<file path="config.mk">
export PLATFORM = sky130hd
export DESIGN_NAME = ersr_coef
export DESIGN_NICKNAME = d
export VERILOG_FILES = /design/src/rtl/assert_macros.svh /design/src/rtl/ersr_pkg.sv /design/src/rtl/ersr_coef.sv
export SDC_FILE = /design/constraint.sdc
export NUM_CORES = 2
export LEC_CHECK = 0
export BUFFER_PORTS_ARGS = -buffer_cell sky130_fd_sc_hd__buf_2
export CELL_PAD_IN_SITES_DETAIL_PLACEMENT = 0
export CELL_PAD_IN_SITES_GLOBAL_PLACEMENT = 1
export CORE_ASPECT_RATIO = 1.4
export CORE_MARGIN = 4
export CORE_UTILIZATION = 40
export DETAILED_ROUTE_END_ITERATION = 12
export PLACE_DENSITY_LB_ADDON = 0.1
export SYNTH_ARGS = -nofsm -noshare
export SYNTH_HDL_FRONTEND = slang
export SYNTH_SLANG_ARGS = --single-unit
export TNS_END_PERCENT = 100
</file>
<file path="constraint.sdc">
create_clock -name clk -period 31.2 [get_ports clk]
set_input_delay 6.24 -clock clk [delete_from_list [all_inputs] [get_ports clk]]
set_output_delay 6.24 -clock clk [all_outputs]
set_load 0.05 [all_outputs]
</file>
<file path="src/rtl/assert_macros.svh">
// ----------------------------------------------------------------------------
// Assertion macros
// Clocked assertion wrappers, included by euler_rotate_scale_translate.sv.
// ----------------------------------------------------------------------------
`ifndef ASSERT_MACROS_SVH
`define ASSERT_MACROS_SVH

// Implication checked at every clock edge out of reset
`define ASSERT_CLK(label, prop, msg) \
  label: assert property (@(posedge clk) disable iff (!rst_n) (prop)) else $error(msg);

// Property that must also hold while reset is applied
`define ASSERT_ALWAYS(label, prop, msg) \
  label: assert property (@(posedge clk) (prop)) else $error(msg);

`endif

</file>
<file path="src/rtl/ersr_pkg.sv">
// ----------------------------------------------------------------------------
// ersr_pkg
// Types, register indexes and tables for the Euler rotate-scale-translate.
// ----------------------------------------------------------------------------
`timescale 1ns / 1ps

package ersr_pkg;

  localparam int COEF_W    = 18;
  localparam int FIX_W     = 32;
  localparam int FIELD_W   = 16;
  localparam int CFG_W     = 48;
  localparam int IDX_W     = 3;
  localparam int NUM_COEF  = 9;
  localparam int NUM_OPS   = 15;
  localparam int MAX_STEPS = 24;
  localparam int CORD_W    = 34;
  localparam int TMP_W     = 20;
  localparam int ACC_W     = 25;

  localparam logic signed [CORD_W-1:0] CORD_GAIN = 34'sd652032874;
  localparam logic signed [COEF_W-1:0] COEF_ONE  = 18'sd65536;
  localparam logic signed [COEF_W-1:0] COEF_MAX  = 18'sd131071;
  localparam logic signed [COEF_W-1:0] COEF_MIN  = -18'sd131072;

  typedef logic signed [COEF_W-1:0] coef_t;
  typedef logic signed [FIX_W-1:0]  fix_t;

  typedef enum logic [IDX_W-1:0] {
    REG_ANGLES   = 3'd0,
    REG_SCALE_X  = 3'd1,
    REG_SCALE_Y  = 3'd2,
    REG_SCALE_Z  = 3'd3,
    REG_OFFSET_X = 3'd4,
    REG_OFFSET_Y = 3'd5,
    REG_OFFSET_Z = 3'd6
  } reg_idx_t;

  typedef enum logic [1:0] {
    ST_IDLE,
    ST_CORDIC,
    ST_MATRIX
  } coef_state_t;

  typedef enum logic [3:0] {
    OPND_CH,
    OPND_SH,
    OPND_CP,
    OPND_SP,
    OPND_CB,
    OPND_SB,
    OPND_SHSP,
    OPND_CHSP,
    OPND_ONE
  } opnd_t;

  typedef enum logic [1:0] {
    DST_SHSP,
    DST_CHSP,
    DST_ACC,
    DST_COEF
  } dst_t;

  typedef struct packed {
    opnd_t      a;
    opnd_t      b;
    logic       neg;
    logic       add_acc;
    dst_t       dst;
    logic [3:0] idx;
  } mat_op_t;

  // atan(2^-i) in units of 2^-32 turn
  function automatic logic [31:0] arc(input logic [4:0] i);
    case (i)
      5'd0:    arc = 32'h2000_0000;
      5'd1:    arc = 32'h12E4_051E;
      5'd2:    arc = 32'h09FB_385B;
      5'd3:    arc = 32'h0511_11D4;
      5'd4:    arc = 32'h028B_0D43;
      5'd5:    arc = 32'h0145_D7E1;
      5'd6:    arc = 32'h00A2_F61E;
      5'd7:    arc = 32'h0051_7C55;
      5'd8:    arc = 32'h0028_BE53;
      5'd9:    arc = 32'h0014_5F2F;
      5'd10:   arc = 32'h000A_2F98;
      5'd11:   arc = 32'h0005_17CC;
      5'd12:   arc = 32'h0002_8BE6;
      5'd13:   arc = 32'h0001_45F3;
      5'd14:   arc = 32'h0000_A2FA;
      5'd15:   arc = 32'h0000_517D;
      5'd16:   arc = 32'h0000_28BE;
      5'd17:   arc = 32'h0000_145F;
      5'd18:   arc = 32'h0000_0A30;
      5'd19:   arc = 32'h0000_0518;
      5'd20:   arc = 32'h0000_028C;
      5'd21:   arc = 32'h0000_0146;
      5'd22:   arc = 32'h0000_00A3;
      5'd23:   arc = 32'h0000_0051;
      default: arc = 32'h0000_0000;
    endcase
  endfunction

  // Matrix build program: one rounded product per step
  function automatic mat_op_t mat_op(input logic [3:0] n);
    case (n)
      4'd0:    mat_op = '{OPND_SH,   OPND_SP,  1'b0, 1'b0, DST_SHSP, 4'd0};
      4'd1:    mat_op = '{OPND_CH,   OPND_SP,  1'b0, 1'b0, DST_CHSP, 4'd0};
      4'd2:    mat_op = '{OPND_CH,   OPND_CB,  1'b0, 1'b0, DST_ACC,  4'd0};
      4'd3:    mat_op = '{OPND_SHSP, OPND_SB,  1'b0, 1'b1, DST_COEF, 4'd0};
      4'd4:    mat_op = '{OPND_SB,   OPND_CP,  1'b0, 1'b0, DST_COEF, 4'd1};
      4'd5:    mat_op = '{OPND_SH,   OPND_CB,  1'b1, 1'b0, DST_ACC,  4'd0};
      4'd6:    mat_op = '{OPND_CHSP, OPND_SB,  1'b0, 1'b1, DST_COEF, 4'd2};
      4'd7:    mat_op = '{OPND_CH,   OPND_SB,  1'b1, 1'b0, DST_ACC,  4'd0};
      4'd8:    mat_op = '{OPND_SHSP, OPND_CB,  1'b0, 1'b1, DST_COEF, 4'd3};
      4'd9:    mat_op = '{OPND_CB,   OPND_CP,  1'b0, 1'b0, DST_COEF, 4'd4};
      4'd10:   mat_op = '{OPND_SB,   OPND_SH,  1'b0, 1'b0, DST_ACC,  4'd0};
      4'd11:   mat_op = '{OPND_CHSP, OPND_CB,  1'b0, 1'b1, DST_COEF, 4'd5};
      4'd12:   mat_op = '{OPND_SH,   OPND_CP,  1'b0, 1'b0, DST_COEF, 4'd6};
      4'd13:   mat_op = '{OPND_SP,   OPND_ONE, 1'b1, 1'b0, DST_COEF, 4'd7};
      4'd14:   mat_op = '{OPND_CH,   OPND_CP,  1'b0, 1'b0, DST_COEF, 4'd8};
      default: mat_op = '{OPND_ONE,  OPND_ONE, 1'b0, 1'b0, DST_ACC,  4'd0};
    endcase
  endfunction

endpackage

</file>
<file path="src/rtl/ersr_coef.sv">
// ----------------------------------------------------------------------------
// ersr_coef
// Sequential CORDIC sine/cosine of three angles and matrix coefficient build.
// ----------------------------------------------------------------------------
`timescale 1ns / 1ps

module ersr_coef
  import ersr_pkg::*;
#(
  parameter int ANGLE_BITS   = 16,
  parameter int CORDIC_STEPS = 16
) (
  input  logic               clk,
  input  logic               rst_n,
  input  logic               start,
  input  logic [CFG_W-1:0]   start_angles,
  output logic               busy,
  output coef_t              coef [NUM_COEF]
);

  localparam int STEP_W = $clog2(CORDIC_STEPS);
  localparam logic [STEP_W-1:0] LAST_STEP = STEP_W'(CORDIC_STEPS - 1);
  localparam logic [31:0] PHASE_MASK = 32'hFFFF_FFFF << (32 - ANGLE_BITS);

  coef_state_t                state_r, state_nxt;
  logic [1:0]                 ang_r, ang_nxt;
  logic [STEP_W-1:0]          step_r, step_nxt;
  logic [3:0]                 op_r, op_nxt;
  logic [CFG_W-1:0]           angles_r;
  logic signed [CORD_W-1:0]   x_r, y_r;
  logic signed [31:0]         z_r;
  logic [1:0]                 q_r;
  coef_t                      trig_r [6];
  logic signed [TMP_W-1:0]    shsp_r, chsp_r;
  logic signed [ACC_W-1:0]    acc_r;
  coef_t                      coef_r [NUM_COEF];

  logic [CFG_W-1:0]           src_angles;
  logic [1:0]                 ld_ang;
  logic [FIELD_W-1:0]         field;
  logic [31:0]                phase, phase_q;
  logic [1:0]                 ld_q;
  logic signed [31:0]         ld_z;
  logic                       load;
  logic                       dir;
  logic signed [CORD_W-1:0]   sx, sy, nx, ny, c_raw, s_raw;
  logic signed [31:0]         arcv, nz;
  coef_t                      c_val, s_val;
  mat_op_t                    op;
  logic signed [TMP_W-1:0]    opa, opb;
  logic signed [2*TMP_W-1:0]  prod;
  logic signed [ACC_W-1:0]    term, sum;
  coef_t                      sum_sat;

  function automatic logic signed [TMP_W-1:0] pick(input opnd_t s,
                                                   input coef_t t [6],
                                                   input logic signed [TMP_W-1:0] a,
                                                   input logic signed [TMP_W-1:0] b);
    case (s)
      OPND_CH:   pick = TMP_W'(t[0]);
      OPND_SH:   pick = TMP_W'(t[1]);
      OPND_CP:   pick = TMP_W'(t[2]);
      OPND_SP:   pick = TMP_W'(t[3]);
      OPND_CB:   pick = TMP_W'(t[4]);
      OPND_SB:   pick = TMP_W'(t[5]);
      OPND_SHSP: pick = a;
      OPND_CHSP: pick = b;
      default:   pick = TMP_W'(COEF_ONE);
    endcase
  endfunction

  function automatic coef_t to_coef(input logic signed [CORD_W-1:0] v);
    logic signed [CORD_W:0]   r;
    logic signed [CORD_W-14:0] s;
    r = CORD_W'(v) + (CORD_W+1)'(8192);
    s = r[CORD_W:14];
    if (s > (CORD_W-13)'(COEF_MAX)) begin
      to_coef = COEF_MAX;
    end else if (s < (CORD_W-13)'(COEF_MIN)) begin
      to_coef = COEF_MIN;
    end else begin
      to_coef = s[COEF_W-1:0];
    end
  endfunction

  // CORDIC init for the next angle
  always_comb begin
    load       = (state_r == ST_IDLE) ? start : (state_r == ST_CORDIC && step_r == LAST_STEP
                 && ang_r != 2'd2);
    src_angles = (state_r == ST_IDLE) ? start_angles : angles_r;
    ld_ang     = (state_r == ST_IDLE) ? 2'd0 : ang_r + 2'd1;
    case (ld_ang)
      2'd0:    field = src_angles[47:32];
      2'd1:    field = src_angles[31:16];
      default: field = src_angles[15:0];
    endcase
    phase   = {field, 16'h0000} & PHASE_MASK;
    phase_q = phase + 32'h2000_0000;
    ld_q    = phase_q[31:30];
    ld_z    = $signed(phase - {ld_q, 30'h0});
  end

  // one CORDIC micro-rotation and quadrant restore
  always_comb begin
    dir  = !z_r[31];
    sx   = x_r >>> step_r;
    sy   = y_r >>> step_r;
    arcv = $signed(arc(5'(step_r)));
    nx   = dir ? x_r - sy : x_r + sy;
    ny   = dir ? y_r + sx : y_r - sx;
    nz   = dir ? z_r - arcv : z_r + arcv;
    case (q_r)
      2'd0:    begin c_raw = nx;  s_raw = ny;  end
      2'd1:    begin c_raw = -ny; s_raw = nx;  end
      2'd2:    begin c_raw = -nx; s_raw = -ny; end
      default: begin c_raw = ny;  s_raw = -nx; end
    endcase
    c_val = to_coef(c_raw);
    s_val = to_coef(s_raw);
  end

  // shared rounded multiply for the matrix program
  always_comb begin
    op   = mat_op(op_r);
    opa  = pick(op.a, trig_r, shsp_r, chsp_r);
    opb  = pick(op.b, trig_r, shsp_r, chsp_r);
    prod = opa * opb;
    term = ACC_W'((prod + (2*TMP_W)'(32768)) >>> 16);
    if (op.neg) begin
      term = -term;
    end
    sum = op.add_acc ? acc_r + term : term;
    if (sum > ACC_W'(COEF_MAX)) begin
      sum_sat = COEF_MAX;
    end else if (sum < ACC_W'(COEF_MIN)) begin
      sum_sat = COEF_MIN;
    end else begin
      sum_sat = sum[COEF_W-1:0];
    end
  end

  always_comb begin
    state_nxt = state_r;
    ang_nxt   = ang_r;
    step_nxt  = step_r;
    op_nxt    = op_r;
    case (state_r)
      ST_IDLE: begin
        if (start) begin
          state_nxt = ST_CORDIC;
          ang_nxt   = 2'd0;
          step_nxt  = '0;
        end
      end
      ST_CORDIC: begin
        step_nxt = step_r + 1'b1;
        if (step_r == LAST_STEP) begin
          step_nxt = '0;
          ang_nxt  = ang_r + 2'd1;
          if (ang_r == 2'd2) begin
            state_nxt = ST_MATRIX;
            op_nxt    = '0;
          end
        end
      end
      ST_MATRIX: begin
        op_nxt = op_r + 4'd1;
        if (op_r == 4'(NUM_OPS - 1)) begin
          state_nxt = ST_IDLE;
        end
      end
      default: state_nxt = ST_IDLE;
    endcase
  end

  always_ff @(posedge clk) begin
    if (!rst_n) begin
      state_r <= ST_IDLE;
      ang_r   <= 2'd0;
      step_r  <= '0;
      op_r    <= '0;
      for (int i = 0; i < NUM_COEF; i++) begin
        coef_r[i] <= (i % 4 == 0) ? COEF_ONE : '0;
      end
    end else begin
      state_r <= state_nxt;
      ang_r   <= ang_nxt;
      step_r  <= step_nxt;
      op_r    <= op_nxt;
      if (state_r == ST_MATRIX && op.dst == DST_COEF) begin
        coef_r[op.idx] <= sum_sat;
      end
    end
  end

  always_ff @(posedge clk) begin
    if (state_r == ST_IDLE && start) begin
      angles_r <= start_angles;
    end
    if (load) begin
      x_r <= CORD_GAIN;
      y_r <= '0;
      z_r <= ld_z;
      q_r <= ld_q;
    end else if (state_r == ST_CORDIC) begin
      x_r <= nx;
      y_r <= ny;
      z_r <= nz;
    end
    if (state_r == ST_CORDIC && step_r == LAST_STEP) begin
      trig_r[{ang_r, 1'b0}] <= c_val;
      trig_r[{ang_r, 1'b1}] <= s_val;
    end
    if (state_r == ST_MATRIX) begin
      case (op.dst)
        DST_SHSP: shsp_r <= TMP_W'(sum);
        DST_CHSP: chsp_r <= TMP_W'(sum);
        DST_ACC:  acc_r  <= sum;
        default:  acc_r  <= acc_r;
      endcase
    end
  end

  assign busy = (state_r != ST_IDLE);
  assign coef = coef_r;

endmodule

</file>
Word level (Yosys, flattened, before mapping)
Memory sizes are Yosys's and may differ from the RTL's. A register that Yosys moved wholly into a read port is not among the register bits.
Index checks and enable logic that the tools add are counted.
- output and inout port bits: 163
- register bits after elaboration: 497
- memory bits (read-only): 736
- bits of input ports: 51
- word-level logic and storage cells: 167
- memories: 2
- memories (memory ; words ; bits a word ; read ports ; clocked after Yosys merged registers in ; write ports ; RTL line ; source):
    (name not given) ; 16 ; 30 ; 1 ; 1 ; 0 ; ersr_pkg.sv:75 ; case (i)
    (name not given) ; 16 ; 16 ; 1 ; 1 ; 0 ; ersr_pkg.sv:106 ; case (n)
- reduce and logical (&&, ||, !) cells: 24
- bitwise operators: 3
- add/sub/neg operators: 18
- equality and inequality tests: 30
- mux-type cells: 48
- $lt $le $gt $ge: 12
- shift operators: 2
- multiply operators: 1
- operators with widths (kind ; count):
    $pmux W20 S8 ; 2
    $bwmux W108 ; 2
    $pmux W34 S3 ; 2
    $bwmux W162 ; 1
    $mux W18 ; 9
    $demux W18 S3 ; 2
    $mux W32 ; 3
    $demux W18 S4 ; 1
    $add A34 B15 Y35 const B ; 2
    $add A34 B34 Y34 ; 2
    $mux W34 ; 2
    $neg A34 Y34 ; 2
    $sshr A34 B4 Y34 ; 2
    $sub A34 B34 Y34 ; 2
    $sub A32 B32 Y32 ; 2
    $mux W25 ; 2
    $mux W48 ; 1
    $gt A21 B18 Y1 const B ; 2
    $lt A21 B18 Y1 const B ; 2
    $add A40 B17 Y40 const B ; 1
    $mul A20 B20 Y40 ; 1
    $add A32 B30 Y32 const B ; 1
    $add A32 B32 Y32 ; 1
    $eq A4 B3 Y1 const B ; 8
    other kinds (33) ; 83

Depth between registers and ports, before layout
- depth in word-level cells: 12
- gate-level depth with buffers: 58
- gate-level depth less buffers: 54

Least setup slack after synthesis
No wires, ideal clock.
- kind: register to register
- from: register op[10] (netlist name)
- to: register coef_r, in the netlist coef[11]
- setup time: 0.070 ns
- period minus slack after synthesis: 12.573 ns
- slack: 18.627 ns
- required time: 31.130 ns
- path buffers: 5
- arrival: 12.503 ns
- stages on the path, launching flop included: 51
- path through: dfxtp_1 buf_2 nor4_1 clkbuf_1 a22oi_1 nand4_1 clkbuf_1 buf_1 nand2_1 fa_1 inv_1 fa_1 inv_1 fa_1 inv_1 fa_1 fa_1 fa_1 (+15 left out) xnor2_1 ha_1 o21ai_0 a21oi_1 o41ai_1 o211ai_1 a31oi_1 o21ai_0 o41ai_1 o21ai_0 xor2_1 nand2_1 xor2_1 inv_1 nor2_1 buf_4 a21oi_4 a21oi_1
- word-level cells in the longest chain between the ends: 12
- elaborated cells between the ends (all ways): 20
- classes of those cells: 3 x add/sub; 1 x mul; 2 x order compare; 7 x eq/ne; 6 x mux; 1 x reduce/logical
- ends and longest elaborated chain (what ; RTL line ; source):
    $eq A4 B3 Y1, or another cell as far along ; ersr_coef.sv:59 ; case (s)
    $pmux W20 S8 * ; ersr_coef.sv:59 ;
    $mul A20 B20 Y40 * ; ersr_coef.sv:127 ; prod = opa * opb;
    $add A40 B17 Y40 * ; ersr_coef.sv:128 ; term = ACC_W'((prod + (2*TMP_W)'(32768)) >>> 16);
    $neg A24 Y25 ; ersr_coef.sv:130 ; term = -term;
    $mux W25 * ; ersr_coef.sv:129 ; if (op.neg) begin
    $add A25 B25 Y25 ; ersr_coef.sv:132 ; sum = op.add_acc ? acc_r + term : term;
    $mux W25 * ; ersr_coef.sv:132 ;
    $lt A25 B18 Y1 ; ersr_coef.sv:135 ; end else if (sum < ACC_W'(COEF_MIN)) begin
    $mux W18 ; ersr_coef.sv:135 ;
    $mux W18 * ; ersr_coef.sv:133 ; if (sum > ACC_W'(COEF_MAX)) begin
    $bwmux W162 * ; ersr_coef.sv:191 ; coef_r[op.idx] <= sum_sat;
    end signal: indexed assignment ; ersr_coef.sv:183 ; coef_r[i] <= (i % 4 == 0) ? COEF_ONE : '0;
    end signal: indexed assignment ; ersr_coef.sv:191 ;
    end: declaration ; ersr_coef.sv:36 ; coef_t coef_r [NUM_COEF];
Every way passes the cells marked *; elsewhere a longest branch is shown, timed or not.
A chain may end at the register's enable or synchronous reset.

Final worst setup path
- from: register op[10] (netlist name)
- to: register coef_r, in the netlist coef[146]
- word-level cells in the longest chain between the ends: 12
- elaborated cells between the ends (all ways): 20
- classes of those cells: 3 x add/sub; 1 x mul; 2 x order compare; 7 x eq/ne; 6 x mux; 1 x reduce/logical
- ends and longest elaborated chain (what ; RTL line):
    $eq A4 B3 Y1, or another cell as far along ; ersr_coef.sv:59
    $pmux W20 S8 * ; ersr_coef.sv:59
    $mul A20 B20 Y40 * ; ersr_coef.sv:127
    $add A40 B17 Y40 * ; ersr_coef.sv:128
    $neg A24 Y25 ; ersr_coef.sv:130
    $mux W25 * ; ersr_coef.sv:129
    $add A25 B25 Y25 ; ersr_coef.sv:132
    $mux W25 * ; ersr_coef.sv:132
    $lt A25 B18 Y1 ; ersr_coef.sv:135
    $mux W18 ; ersr_coef.sv:135
    $mux W18 * ; ersr_coef.sv:133
    $bwmux W162 * ; ersr_coef.sv:191
Marks and branches as above.

==> run_results.csv <==
group,metric,value,unit
status,outcome,"completed",
pwr,p_per_area,92.49,nW/um^2
worst_setup_path,critPathCaptureType,"register",
worst_setup_path,cpLargestDelayFamily,"adder cells",
clocking,clk_pin_slew,60,ps
logic_synthesis,synth_area,50980,um^2
detailed_routing,met2_length,97810,um
detailed_routing,drt_iter0_markers,3139,
logic_synthesis,ys_seq_area_share,26.33,%
sta,finalCriticalPeriod,14530,ps
logic_synthesis,synth_ff_type,"dfxtp_1",
final_layout,num_antenna_cells,0,
grt,grtUsageTotal,28.09,%
final_layout,regArea,13430,um^2
pwr,leakagePower,24.19,nW
worst_setup_path,path_buf_inv,8,
die,fp.dieW,309.7,um
worst_setup_path,slowest_stage,"nand4_1",
pwr,p_int,2.616,mW
final_layout,n_fill_cell,12530,
die,die-area,133300,um^2
clocking,cts_htree_levels,2,
clocking,hold_buffers,0,
job,maxCapViolations,0,
die,rows,154,
clocking,numCtsBuffers,55,
logic_synthesis,synthArstFlopShare,0,%
sta,finalHoldViolCount,0,
pwr,swShare,49.43,%
die,boundaryPins,214,
final_layout,stdcell_area,55940,um^2
final_layout,layout-drive-gt1-share,11.37,%
min_path,hp-class,"register to register",
clocking,cts_tree,"done",
place,place_area,53920,um^2
clocking,post_cts_resized,0,
clocking,post_cts_buffers,0,
logic_synthesis,synth_fp_nets,6422,
clocking,worst_skew_pair.late_latency,650,ps
logic_synthesis,ys_warn_count,0,
logic_synthesis,synth_area_per_cell,8.956,um^2
pwr,p_comb_share,66.0,%
worst_setup_path,critPathRequiredTime,31770,ps
detailed_routing,wl_met3,8795,um
final_layout,fin_nets,6496,
grt,grt.overflow.total,0,
clocking,numClockSinks,543,
detailed_routing,drc_errors,0,
place,dp_hpwl,147800,um
final_layout,layout_commonest_cell,"inv_1",
final_layout,area_growth,9.747,%
sta,setup_viol,0,
logic_synthesis,synth_edf_count,255,
worst_setup_path,cpMostUsedCell,"fa_1",
sta,fin_skew,33.49,ps
detailed_routing,maxUsedRoutingLayer,"met4",
worst_setup_path,worstSetupStartpointType,"register",
die,die_h,430.4,um
detailed_routing,first_pass_iters,9,
clocking,cts-root-buf,"clkbuf_16",
logic_synthesis,synth.top_cell.area_share,16.65,%
worst_setup_path,crit_fanout,20,
sta,rsz0062_at_grt,"no",
sta,drv_slew,0,
pwr,seqPwrFrac,19.7,%
logic_synthesis,yosysTopAreaCell,"fa_1",
pwr,power.total,5.174,mW
detailed_routing,drt-total-wl,189100,um
detailed_routing,num_vias,43110,
worst_setup_path,cp_slowest_stage_delay,770,ps
final_layout,most-common-layout-cells,"inv_1, nand2_1, nor2_1, fa_1, a21oi_1",
grt,grt_max_degree,109,
pwr,p_clk_share,14.4,%
worst_setup_path,arrival,15100,ps
detailed_routing,wl_per_cell,25.38,um
logic_synthesis,synth_area_leaders,"fa_1, edfxtp_1, dfxtp_1, ha_1, inv_1",
detailed_routing,drtAntennaViolNets,0,
grt,antenna_found_initial,3,
sta,worst_pin_slew,1239,ps
grt,grt_pass1_vias,43970,
die,initial_core_util,40.39,%
place,place.gp.congestion,1.025,
sta,fin_setup_tns,0,ps
clocking,clk_path_buf_depth,3,
detailed_routing,wl_met1,68180,um
worst_setup_path,critPathKind,"register to register",
pwr,power.switching,2.558,mW
logic_synthesis,yosysUniqueCellTypes,104,
sta,max_freq,68.80,MHz
logic_synthesis,synth-seq-cells,543,
logic_synthesis,synth_cells,5692,
sta,fin_crit_sh,46.58,%
sta,slew_headroom,17.38,%
die,core-area,126200,um^2
place,port_buffers,213,
grt,grt_pass1_wl,283300,um
pwr,peakVddDrop,91.42,uV
final_layout,multi_input_area,34230,um^2
detailed_routing,via_per_inst,5.786,
per-layer routing:
metal  vias to the layer above  track usage, %
met5                         -               0
met4                         0           17.14
met1                     21450           30.82
li1                      20040               -
met2                      1224           51.11
met3                       401           3.714
state kept, by name, indices dropped and copies added (netlist names), 16 cells and up:
signal    flops
acc_r        25
angles_r     48
arcv         30
chsp_r       20
coef        162
op           16
shsp_r       20
trig_r      108
x_r          34
y_r          34
z_r          32
cell families after synthesis:
| family | Yosys count | synth area share [%] |
|---|---|---|
| and+or+nand+nor | 1601 | 14.91 |
| adders and majority gates | 679 | 22.91 |
| AOI/OAI and AO/OA | 1477 | 18.73 |
| muxes | 172 | 5.068 |
| xor gates and xnor gates | 299 | 5.137 |
| buffers and inverters | 921 | 6.912 |
| DFF | 543 | 26.33 |
power by group through the flow:
stage,Sequential (mW),Combinational [mW],Clock [mW]
after global placement,1.03,3.36,0
after floorplan,0.989,2.42,0
after detailed placement,1.03,3.39,0
after global routing,1.03,3.75,0.784
after CTS,1.02,3.41,0.761
final,1.02,3.41,0.743
final timing paths:
check	slack, ps	end	cells after the start	start
hold / removal	500	y_r[0]	2	y_r[0]
hold reg to reg	500	y_r[0]	2	y_r[0]
setup / recovery	16670	coef[146]	48	op[10]
setup reg to reg	16670	coef[146]	48	op[10]
synth_stat cells, types with 15 or more instances:
library cell and number:
and4_1 29, buf_2 23, xor2_1 133, a31o_2 52, edfxtp_1 255, and3_1 44, nand2b_1 53, nand3b_1 16
nand2_1 545, o21a_1 25, a22oi_1 122, a22o_1 31, a21oi_1 401, or3_1 24, and2_1 78, o22ai_1 39
nor2_1 434, nor4_1 31, o21bai_1 17, a211o_1 18, nor3b_1 17, dfxtp_1 288, or2_2 17, mux2_2 29
inv_1 603, xnor2_1 166, nand4_1 42, ha_1 255, nand3_1 97, clkbuf_1 266, a211oi_1 42, a21o_1 57
a221oi_1 15, fa_1 424, nor3_1 84, mux2i_1 77, mux4_2 66, o211ai_1 22, a31oi_1 47, o31ai_1 20
o21ai_0 388, nor2b_1 48
metrics by stage:
step | cells | worst slack, ps | utilization, % | hold WS [ps]
2_1_floorplan | 5692 | 18630 | - | 471.1
5_1_grt | 7451 | 15590 | 44.33 | 537.4
4_1_cts | 7451 | 16720 | 44.33 | 505.5
3_5_place_dp | 7347 | 16790 | 42.73 | 498.1
3_3_place_gp | 7347 | 16890 | 42.73 | 493.0
6_report | 7451 | 16670 | 44.33 | 503.1
worst min-delay path: stages (launching register included):
cell and delay (ps):
dfxtp_1 310, inv_1 70, o22ai_1 80
final cells by class:
cell class | instances | area share, %
multi-input combinational | 4228 | 61.18
sequential | 543 | 24.01
inverter | 611 | 4.099
tap | 1638 | 3.663
timing repair buffer | 327 | 3.440
clock buffer | 79 | 2.990
clock inverter | 25 | 0.6240
Note: power is estimated with default switching activity, not from simulation.
